File: config.mk
export PLATFORM = sky130hd
export DESIGN_NAME = pin_verify_retry_guard_unit
export DESIGN_NICKNAME = d
export VERILOG_FILES = /design/src/design/pvrg_pkg.sv /design/src/design/pvrg_lane.sv /design/src/design/pvrg_merge.sv /design/src/design/pin_verify_retry_guard_unit.sv
export SDC_FILE = /design/constraint.sdc
export NUM_CORES = 1
export LEC_CHECK = 0
export ABC_AREA = 1
export BUFFER_PORTS_ARGS = -buffer_cell sky130_fd_sc_hd__clkbuf_2
export CAP_MARGIN = 20
export CELL_PAD_IN_SITES_DETAIL_PLACEMENT = 0
export CELL_PAD_IN_SITES_GLOBAL_PLACEMENT = 1
export CORE_MARGIN = 2
export CORE_UTILIZATION = 42
export DETAILED_ROUTE_END_ITERATION = 10
export PLACE_DENSITY_LB_ADDON = 0.1
export SLEW_MARGIN = 20
export SYNTH_ARGS = -nofsm -noshare
export SYNTH_HDL_FRONTEND = slang
export SYNTH_SLANG_ARGS = --single-unit
File: constraint.sdc
create_clock -name i_clk -period 15.78 [get_ports i_clk]
set_clock_uncertainty 0.05 [all_clocks]
set_input_delay 0.789 -clock i_clk [delete_from_list [all_inputs] [get_ports i_clk]]
set_output_delay 0.789 -clock i_clk [all_outputs]
set_load 0.005 [all_outputs]
File: src/design/pvrg_pkg.sv
// ----------------------------------------------------------------------------
// pvrg_pkg: shared types and constants of the PIN verify retry guard
// Holds the command and status codes, the register indexes, the byte
// constants of the PIN format and the structs passed between the lanes,
// the merge stage and the top level.
// ----------------------------------------------------------------------------
package pvrg_pkg;

    localparam int LANES         = 8;
    localparam int MAX_PIN_BYTES = 8;
    localparam int MIN_PIN_BYTES = 6;

    localparam logic [63:0] PIN_VALUE_RESET    = 64'h3132_3334_3536_FFFF;
    localparam logic [3:0]  PIN_LENGTH_RESET   = 4'd6;
    localparam logic [19:0] WINDOW_TICKS_RESET = 20'd60000;
    localparam logic [3:0]  MAX_RETRIES_RESET  = 4'd3;

    localparam logic [7:0] QUAL_TWO_PIN    = 8'h80;
    localparam logic [7:0] QUAL_ONE_VERIFY = 8'h00;
    localparam logic [7:0] QUAL_ONE_LOGOUT = 8'hFF;
    localparam logic [7:0] PAD_BYTE        = 8'hFF;
    localparam logic [7:0] DIGIT_LOW       = 8'h30;
    localparam logic [7:0] DIGIT_HIGH      = 8'h39;

    typedef enum logic [1:0] {
        MODE_VERIFY  = 2'd0,
        MODE_TICK    = 2'd1,
        MODE_RESTORE = 2'd2,
        MODE_CONSUME = 2'd3
    } t_mode;

    typedef enum logic [2:0] {
        ST_OK       = 3'd0,
        ST_QUAL     = 3'd1,
        ST_BLOCKED  = 3'd2,
        ST_RETRY    = 3'd3,
        ST_BAD_DATA = 3'd4
    } t_status;

    typedef enum logic [1:0] {
        REG_PIN_VALUE    = 2'd0,
        REG_PIN_LENGTH   = 2'd1,
        REG_WINDOW_TICKS = 2'd2,
        REG_MAX_RETRIES  = 2'd3
    } t_reg_idx;

    // What one byte lane finds about its byte.
    typedef struct packed {
        logic active;
        logic is_pad;
        logic is_digit;
        logic is_other;
        logic pin_eq;
    } t_lane_flags;

    // What the merge stage reports about the whole PIN field.
    typedef struct packed {
        logic       bad;
        logic [3:0] digits;
        logic       match;
    } t_pin_check;

endpackage

File: src/design/pvrg_lane.sv
// ----------------------------------------------------------------------------
// pvrg_lane: one byte lane of the PIN check
// Classifies one data byte as padding, digit or other, and compares it
// with the stored PIN byte at the same position.
// ----------------------------------------------------------------------------
module pvrg_lane (
    input  logic                  i_active,
    input  logic [7:0]            i_data_byte,
    input  logic [7:0]            i_pin_byte,
    output pvrg_pkg::t_lane_flags o_flags
);
    import pvrg_pkg::*;

    logic w_pad;
    logic w_digit;

    assign w_pad   = (i_data_byte == PAD_BYTE);
    assign w_digit = (i_data_byte >= DIGIT_LOW) && (i_data_byte <= DIGIT_HIGH);

    always_comb begin
        o_flags.active   = i_active;
        o_flags.is_pad   = w_pad;
        o_flags.is_digit = w_digit;
        o_flags.is_other = !w_pad && !w_digit;
        o_flags.pin_eq   = (i_data_byte == i_pin_byte);
    end

endmodule

File: src/design/pvrg_merge.sv
// ----------------------------------------------------------------------------
// pvrg_merge: combines the byte lanes into one PIN verdict
// Finds digits after padding or foreign bytes, counts the digits and
// decides whether the attempt matches the stored PIN and its length.
// ----------------------------------------------------------------------------
module pvrg_merge (
    input  pvrg_pkg::t_lane_flags i_flags [pvrg_pkg::LANES],
    input  logic [3:0]            i_pin_length,
    output pvrg_pkg::t_pin_check  o_check
);
    import pvrg_pkg::*;

    always_comb begin
        logic       padded;
        logic       bad;
        logic       bytes_eq;
        logic [3:0] digits;
        padded   = 1'b0;
        bad      = 1'b0;
        bytes_eq = 1'b1;
        digits   = 4'd0;
        for (int i = 0; i < LANES; i++) begin
            if (i_flags[i].active) begin
                if (i_flags[i].is_pad) begin
                    padded = 1'b1;
                end else if (i_flags[i].is_digit) begin
                    if (padded) begin
                        bad = 1'b1;
                    end
                    digits = digits + 4'd1;
                end else begin
                    bad = 1'b1;
                end
            end
            // Stored bytes past the stored length count as padding, and a
            // matching attempt has only padding or bytes past its count there, so
            // only the stored digits need comparing.
            if ((4'(i) < i_pin_length) && !i_flags[i].pin_eq) begin
                bytes_eq = 1'b0;
            end
        end
        o_check.bad    = bad;
        o_check.digits = digits;
        o_check.match  = bytes_eq && (i_pin_length == digits);
    end

endmodule

File: src/design/pin_verify_retry_guard_unit.sv
// ----------------------------------------------------------------------------
// pin_verify_retry_guard_unit: PIN verify guard with retry counter
// Checks verify commands against a stored PIN, keeps the retry counter and
// the countdown of the verified window, and reports one status word for
// every command word.
// ----------------------------------------------------------------------------
// Usage:
//   Command words enter on the s_axis channel; tuser carries the mode
//   (verify, tick, restore, consume) and tdata the qualifiers and PIN data.
//   Every command word yields exactly one status word on m_axis.
//   The eight PIN bytes are checked at once by eight byte lanes and a merge
//   stage, so the guard state updates in the cycle a word is accepted and
//   its status word is registered in that same cycle.
//   Throughput is one word per cycle, limited only by the output channel.
//   When the receiver stalls, the pending status word holds on m_axis and
//   one more word is taken into a skid register; s_axis_tready drops only
//   while that skid register is full.
//   Reset (synchronous, active low) loads the default PIN "123456", length
//   6, a window of 60000 ticks and 3 retries, closes the window and empties
//   the output side. Registers are written through i_cfg_we / i_cfg_idx /
//   i_cfg_data, only while the block is idle: the user must keep to this; it is not enforced.
// ----------------------------------------------------------------------------
module pin_verify_retry_guard_unit (
    input  logic        i_clk,
    input  logic        i_rst_n,
    input  logic        i_cfg_we,
    input  logic [1:0]  i_cfg_idx,
    input  logic [63:0] i_cfg_data,
    input  logic        s_axis_tvalid,
    output logic        s_axis_tready,
    // [7:0] qual_one, [15:8] qual_two, [16] data_present,
    // [17] data_malformed, [25:18] data_count, [89:26] pin_bytes, rest zero
    input  logic [95:0] s_axis_tdata,
    // [1:0] mode
    input  logic [1:0]  s_axis_tuser,
    output logic        m_axis_tvalid,
    input  logic        m_axis_tready,
    // [2:0] status, [6:3] retries_left, [7] is_verified
    output logic [7:0]  m_axis_tdata
);
    import pvrg_pkg::*;

    // Configuration registers.
    logic [63:0] r_pin_value;
    logic [3:0]  r_pin_length;
    logic [19:0] r_window_ticks;
    logic [3:0]  r_max_retries;

    // Guard state.
    logic [3:0]  r_retry_count, n_retry_count;
    logic [19:0] r_remaining,   n_remaining;

    // Output register and skid stage.
    logic        r_out_valid, n_out_valid;
    logic [7:0]  r_out_data,  n_out_data;
    logic        r_skid_valid, n_skid_valid;
    logic [7:0]  r_skid_data,  n_skid_data;

    // Unpacked command fields.
    logic [7:0]  w_qual_one;
    logic [7:0]  w_qual_two;
    logic        w_present;
    logic        w_malformed;
    logic [7:0]  w_count;
    logic [63:0] w_pin_bytes;
    t_mode       w_mode;

    logic        w_accept;
    t_status     w_status;
    logic [7:0]  w_result;

    t_lane_flags w_flags [LANES];
    t_pin_check  w_check;

    assign w_qual_one  = s_axis_tdata[7:0];
    assign w_qual_two  = s_axis_tdata[15:8];
    assign w_present   = s_axis_tdata[16];
    assign w_malformed = s_axis_tdata[17];
    assign w_count     = s_axis_tdata[25:18];
    assign w_pin_bytes = s_axis_tdata[89:26];
    assign w_mode      = t_mode'(s_axis_tuser);

    assign s_axis_tready = !r_skid_valid;
    assign w_accept      = s_axis_tvalid && s_axis_tready;
    assign m_axis_tvalid = r_out_valid;
    assign m_axis_tdata  = r_out_data;

    // Lane 0 holds the first PIN byte, which sits in the top byte.
    for (genvar g = 0; g < LANES; g++) begin : g_lane
        pvrg_lane u_lane (
            .i_active    (w_count > 8'(g)),
            .i_data_byte (w_pin_bytes[63 - 8*g -: 8]),
            .i_pin_byte  (r_pin_value[63 - 8*g -: 8]),
            .o_flags     (w_flags[g])
        );
    end

    pvrg_merge u_merge (
        .i_flags      (w_flags),
        .i_pin_length (r_pin_length),
        .o_check      (w_check)
    );

    always_comb begin
        logic [3:0] dec_retry;
        dec_retry     = r_retry_count - 4'd1;
        n_retry_count = r_retry_count;
        n_remaining   = r_remaining;
        w_status      = ST_OK;
        case (w_mode)
            MODE_VERIFY: begin
                if (w_qual_two != QUAL_TWO_PIN) begin
                    n_remaining = '0;
                    w_status    = ST_QUAL;
                end else if (w_qual_one == QUAL_ONE_LOGOUT) begin
                    n_remaining = '0;
                end else if (w_qual_one != QUAL_ONE_VERIFY) begin
                    n_remaining = '0;
                    w_status    = ST_QUAL;
                end else if (!w_present) begin
                    // A bare verify only reports where the guard stands.
                    if (r_retry_count == 4'd0) begin
                        w_status = ST_BLOCKED;
                    end else if (r_remaining == '0) begin
                        w_status = ST_RETRY;
                    end
                end else if (w_malformed) begin
                    n_remaining = '0;
                    w_status    = ST_QUAL;
                end else if (r_retry_count == 4'd0) begin
                    n_remaining = '0;
                    w_status    = ST_BLOCKED;
                end else if ((w_count < 8'(MIN_PIN_BYTES)) ||
                             (w_count > 8'(MAX_PIN_BYTES))) begin
                    n_remaining = '0;
                    w_status    = ST_BAD_DATA;
                end else if (w_check.bad || (w_check.digits < 4'(MIN_PIN_BYTES))) begin
                    n_remaining = '0;
                    w_status    = ST_BAD_DATA;
                end else if (w_check.match) begin
                    n_retry_count = r_max_retries;
                    n_remaining   = r_window_ticks;
                end else begin
                    n_remaining   = '0;
                    n_retry_count = dec_retry;
                    w_status      = (dec_retry == 4'd0) ? ST_BLOCKED : ST_RETRY;
                end
            end
            MODE_TICK: begin
                if (r_remaining != '0) begin
                    n_remaining = r_remaining - 20'd1;
                end
            end
            MODE_RESTORE: begin
                n_retry_count = r_max_retries;
            end
            MODE_CONSUME: begin
                n_remaining = '0;
            end
            default: begin
                n_remaining = r_remaining;
            end
        endcase
    end

    assign w_result = {(n_remaining != '0), n_retry_count, w_status};

    always_comb begin
        n_out_valid  = r_out_valid;
        n_out_data   = r_out_data;
        n_skid_valid = r_skid_valid;
        n_skid_data  = r_skid_data;
        if (m_axis_tready || !r_out_valid) begin
            if (r_skid_valid) begin
                n_out_valid  = 1'b1;
                n_out_data   = r_skid_data;
                n_skid_valid = 1'b0;
            end else begin
                n_out_valid = w_accept;
                n_out_data  = w_result;
            end
        end else if (w_accept) begin
            // Output is stalled: park the new word in the skid register.
            n_skid_valid = 1'b1;
            n_skid_data  = w_result;
        end
    end

    always_ff @(posedge i_clk) begin
        if (!i_rst_n) begin
            r_pin_value    <= PIN_VALUE_RESET;
            r_pin_length   <= PIN_LENGTH_RESET;
            r_window_ticks <= WINDOW_TICKS_RESET;
            r_max_retries  <= MAX_RETRIES_RESET;
            r_retry_count  <= MAX_RETRIES_RESET;
            r_remaining    <= '0;
            r_out_valid    <= 1'b0;
            r_skid_valid   <= 1'b0;
        end else begin
            if (i_cfg_we) begin
                case (t_reg_idx'(i_cfg_idx))
                    REG_PIN_VALUE:    r_pin_value    <= i_cfg_data;
                    REG_PIN_LENGTH:   r_pin_length   <= i_cfg_data[3:0];
                    REG_WINDOW_TICKS: r_window_ticks <= i_cfg_data[19:0];
                    REG_MAX_RETRIES:  r_max_retries  <= i_cfg_data[3:0];
                    default:          r_pin_value    <= r_pin_value;
                endcase
            end
            if (w_accept) begin
                r_retry_count <= n_retry_count;
                r_remaining   <= n_remaining;
            end
            r_out_valid  <= n_out_valid;
            r_skid_valid <= n_skid_valid;
        end
    end

    always_ff @(posedge i_clk) begin
        r_out_data  <= n_out_data;
        r_skid_data <= n_skid_data;
    end

endmodule

==> load_flow_metrics.sql <==
INSERT INTO impl_metrics (metric_group, metric, value, unit) VALUES
('sta', 'setup-tns-final', '0', 'ps'),
('critical_path', 'delay_of_the_slowest_cell_on_the_worst_path', '410', 'ps'),
('critical_path', 'critPathCaptureType', 'flop', ''),
('synth', 'synth_area_per_cell', '6.373', 'µm²'),
('clock_network', 'clock_tree_from_tritoncts', 'built', ''),
('pwr', 'power_density_over_the_cells', '91.47', 'nW/µm²'),
('place', 'post_place_cells', '1788', ''),
('critical_path', 'crit-reg2reg-launch', 'r_remaining[0]', ''),
('routing', 'routed_wire_length_per_instance', '14.72', 'µm'),
('critical_path', 'worst_r2r_path_depth', '19', ''),
('final_layout', 'fill_cells', '2142', ''),
('final_layout', 'signed_area_change_from_the_synthesized_netlist_to_the_final_layout', '19.26', '%'),
('synth', 'seq_area_frac_synth', '32.25', '%'),
('routing', 'dr.first_iter.drc_count', '642', ''),
('sta', 'timing_worst_slew_pin_value', '911.5', 'ps'),
('worst_hold_path', 'worst_hold_path.num_cells', '2', ''),
('synth', 'synth_async_sr_flop_share', '0', '%'),
('sta', 'period_needed', '7123', 'ps'),
('critical_path', 'critical-path-top-delay-family', 'simple AND/OR/NAND/NOR gates', ''),
('clock_network', 'cts.sink_count', '134', ''),
('sta', 'max_clock_freq', '0.1404', 'GHz'),
('final_layout', 'fin_util', '51.45', '%'),
('synth', 'synth_enable_flop_cells', '16', ''),
('critical_path', 'arrival', '7370', 'ps'),
('place', 'gp_routability_congestion', '0.8995', ''),
('clock_network', 'post-cts-setup-buffers', '0', ''),
('global_routing', 'grt_remaining_overflow', '0', ''),
('clock_network', 'clk_pin_slew', '60', 'ps'),
('floorplanning', 'core', '20430', 'µm²'),
('synth', 'yosys_warnings', '0', ''),
('critical_path', 'start_kind', 'input port', ''),
('synth', 'synth.distinct_cells', '50', ''),
('final_layout', 'drive_above_1_share', '17.94', '%'),
('synth', 'postSynthRegisterBits', '134', ''),
('global_routing', 'grt_start_max_net_pins', '72', ''),
('routing', 'postRouteWirelength', '26780', 'µm'),
('floorplanning', 'die_width', '148.9', 'µm'),
('final_layout', 'final-seq-area', '2843', 'µm²'),
('pwr', 'power_leakage', '5.204', 'nW'),
('clock_network', 'cts_max_level', '4', ''),
('critical_path', 'timing.critical_path.slowest_stage_cell', 'sky130_fd_sc_hd__nor2_4', ''),
('status', 'run_status', 'finished, final reports clean', ''),
('sta', 'setup_viol_count_final', '0', ''),
('sta', 'slew_violations', '0', ''),
('floorplanning', 'std_cell_rows', '52', ''),
('clock_network', 'clockBufferDepth', '2', ''),
('final_layout', 'multi_input_comb_area', '5185', 'µm²'),
('critical_path', 'worst-path-max-fanout', '20', ''),
('floorplanning', 'design.die.area', '22160', 'µm²'),
('global_routing', 'use_met3', '3.394', '%'),
('global_routing', 'groute.usage.overall', '24.53', '%'),
('routing', 'avgViaCountPerCell', '5.119', ''),
('clock_network', 'clockRootBuffer', 'sky130_fd_sc_hd__clkbuf_16', ''),
('global_routing', 'antenna_violations_before_repair', '0', ''),
('final_layout', 'antennaDiodeCount', '0', ''),
('global_routing', 'grt_first_pass_wirelength', '43330', 'µm'),
('clock_network', 'worstSkewPairLatency', '430', 'ps'),
('routing', 'antenna_violating_nets_post_route', '0', ''),
('sta', 'post-route-period-util', '45.14', '%'),
('routing', 'routed-via-count', '9317', ''),
('final_layout', 'layout.cell_area.non_filler', '10510', 'µm²'),
('place', 'port_buffers', '172', ''),
('place', 'hpwl', '20230', 'µm'),
('floorplanning', 'dieHeight', '148.9', 'µm'),
('global_routing', 'vias_in_the_first_global_route', '8615', ''),
('critical_path', 'worstReg2RegEnd', 'm_axis_tdata[7]', ''),
('critical_path', 'critical_setup_path_kind', 'in -> reg', ''),
('sta', 'report.final.hold_viol_count', '0', ''),
('critical_path', 'worst-r2r-setup-slack', '12020', 'ps'),
('synth', 'syn-cell-area', '8813', 'µm²'),
('final_layout', 'nets', '1716', '');
-- final cells by class --
class,count,area share (%)
clock inverters,15,1.833
flip-flops and latches,134,27.04
well taps,270,3.214
repair buffers,179,8.689
inverters,162,5.845
multi-input cells,1043,49.33
clock buffers,17,4.047
-- Yosys cell counts (3+ instances only) --
cell / n / area (µm²)
sky130_fd_sc_hd__xnor2_1: 31 / 271.5
sky130_fd_sc_hd__o221ai_1: 3 / 26.28
sky130_fd_sc_hd__nand3_2: 8 / 80.08
sky130_fd_sc_hd__a21oi_1: 69 / 345.3
sky130_fd_sc_hd__o22ai_1: 4 / 25.02
sky130_fd_sc_hd__clkbuf_1: 40 / 150.1
sky130_fd_sc_hd__nand2_1: 356 / 1336
sky130_fd_sc_hd__edfxtp_1: 16 / 480.5
sky130_fd_sc_hd__nor2_2: 4 / 25.02
sky130_fd_sc_hd__o21ai_0: 105 / 525.5
sky130_fd_sc_hd__o21ai_1: 7 / 35.03
sky130_fd_sc_hd__nand3_1: 112 / 560.5
sky130_fd_sc_hd__nor3_1: 9 / 45.04
sky130_fd_sc_hd__dfxtp_1: 118 / 2362
sky130_fd_sc_hd__inv_1: 152 / 570.6
sky130_fd_sc_hd__or2_2: 15 / 93.84
sky130_fd_sc_hd__nor4_1: 16 / 100.1
sky130_fd_sc_hd__nor2_1: 181 / 679.4
sky130_fd_sc_hd__nor2_4: 3 / 33.78
sky130_fd_sc_hd__nand4_1: 28 / 175.2
sky130_fd_sc_hd__inv_2: 9 / 33.78
sky130_fd_sc_hd__nand2_2: 14 / 87.58
sky130_fd_sc_hd__ha_1: 10 / 125.1
sky130_fd_sc_hd__xor2_1: 21 / 183.9
sky130_fd_sc_hd__o211ai_1: 18 / 135.1
-- logic make-up (layout without fill, tap and decap cells) --
kind of cell,after synthesis,count (layout),share of synthesized area (%)
flip-flops,134,134,32.25
AO/OA/AOI/OAI,225,225,14.20
adder cells (fa/ha/maj),10,10,1.420
buffers and inverters,206,373,9.029
XOR/XNOR,52,52,5.168
AND/OR/NAND/NOR,756,756,37.93
-- tightest hold or removal path, cell delays in order (launching register included) --
cell and delay (ps):
sky130_fd_sc_hd__dfxtp_1 330, sky130_fd_sc_hd__nand2_1 50, sky130_fd_sc_hd__nand3_1 50
-- stage by stage --
step	setup slack, ps	hold slack (ps)	power, W
floorplan	9288	379.2	0.0004792
global placement	8294	392.5	0.0005376
detailed placement	8239	395.2	0.0005389
CTS	8669	411.3	0.0009677
global route	8024	424.3	0.001006
finish	8657	407.2	0.0009615
-- where the power goes --
group / internal (W) / total (W) / switching (W)
Combinational: 0.0000589 / 0.000155 / 0.0000957
Clock: 0.000253 / 0.000429 / 0.000176
Sequential: 0.000365 / 0.000378 / 0.0000136
-- registers in the layout, indices dropped and copies added (netlist names) --
| register | count |
|---|---|
| m_axis_tdata | 8 |
| m_axis_tvalid | 1 |
| r_max_retries | 4 |
| r_pin_length | 4 |
| r_pin_value | 64 |
| r_remaining | 20 |
| r_retry_count | 4 |
| r_skid_data | 8 |
| r_skid_valid | 1 |
| r_window_ticks | 20 |
-- metal layers --
layer / wire, µm / vias to the layer above
li1: - / 4822
met1: 13520 / 4211
met2: 11490 / 258
met3: 1496 / 26
met4: 281 / 0
met5: 0 / -
-- worst max-delay path by stage --
stage / to / startpoint / cells past startpoint / slack [ps]
2_1_floorplan: m_axis_tdata[7] / s_axis_tdata[23] / 45 / 9290
3_3_place_gp: m_axis_tdata[7] / s_axis_tdata[19] / 44 / 8290
3_5_place_dp: m_axis_tdata[7] / s_axis_tdata[23] / 44 / 8240
4_1_cts: m_axis_tdata[7] / s_axis_tdata[23] / 44 / 8670
5_1_grt: m_axis_tdata[7] / s_axis_tdata[23] / 44 / 8020
6_report: m_axis_tdata[7] / s_axis_tdata[19] / 42 / 8660
-- placed cells by master (no fill, tap or decap), types with 8 or more instances in the layout --
cell type	synthesis	final
sky130_fd_sc_hd__clkbuf_2	0	171
sky130_fd_sc_hd__nand3_2	8	8
sky130_fd_sc_hd__o211ai_1	18	18
sky130_fd_sc_hd__inv_1	152	152
sky130_fd_sc_hd__xor2_1	21	21
sky130_fd_sc_hd__nand2_2	14	14
sky130_fd_sc_hd__or2_2	15	15
sky130_fd_sc_hd__xnor2_1	31	31
sky130_fd_sc_hd__a21oi_1	69	69
sky130_fd_sc_hd__clkbuf_16	0	17
sky130_fd_sc_hd__dfxtp_1	118	118
sky130_fd_sc_hd__nand3_1	112	112
sky130_fd_sc_hd__o21ai_0	105	105
sky130_fd_sc_hd__nor4_1	16	16
sky130_fd_sc_hd__ha_1	10	10
sky130_fd_sc_hd__inv_2	9	8
sky130_fd_sc_hd__nor2_1	181	181
sky130_fd_sc_hd__nand2_1	356	356
sky130_fd_sc_hd__nand4_1	28	28
sky130_fd_sc_hd__edfxtp_1	16	16
No activity file was read; power rests on OpenSTA's default activity.
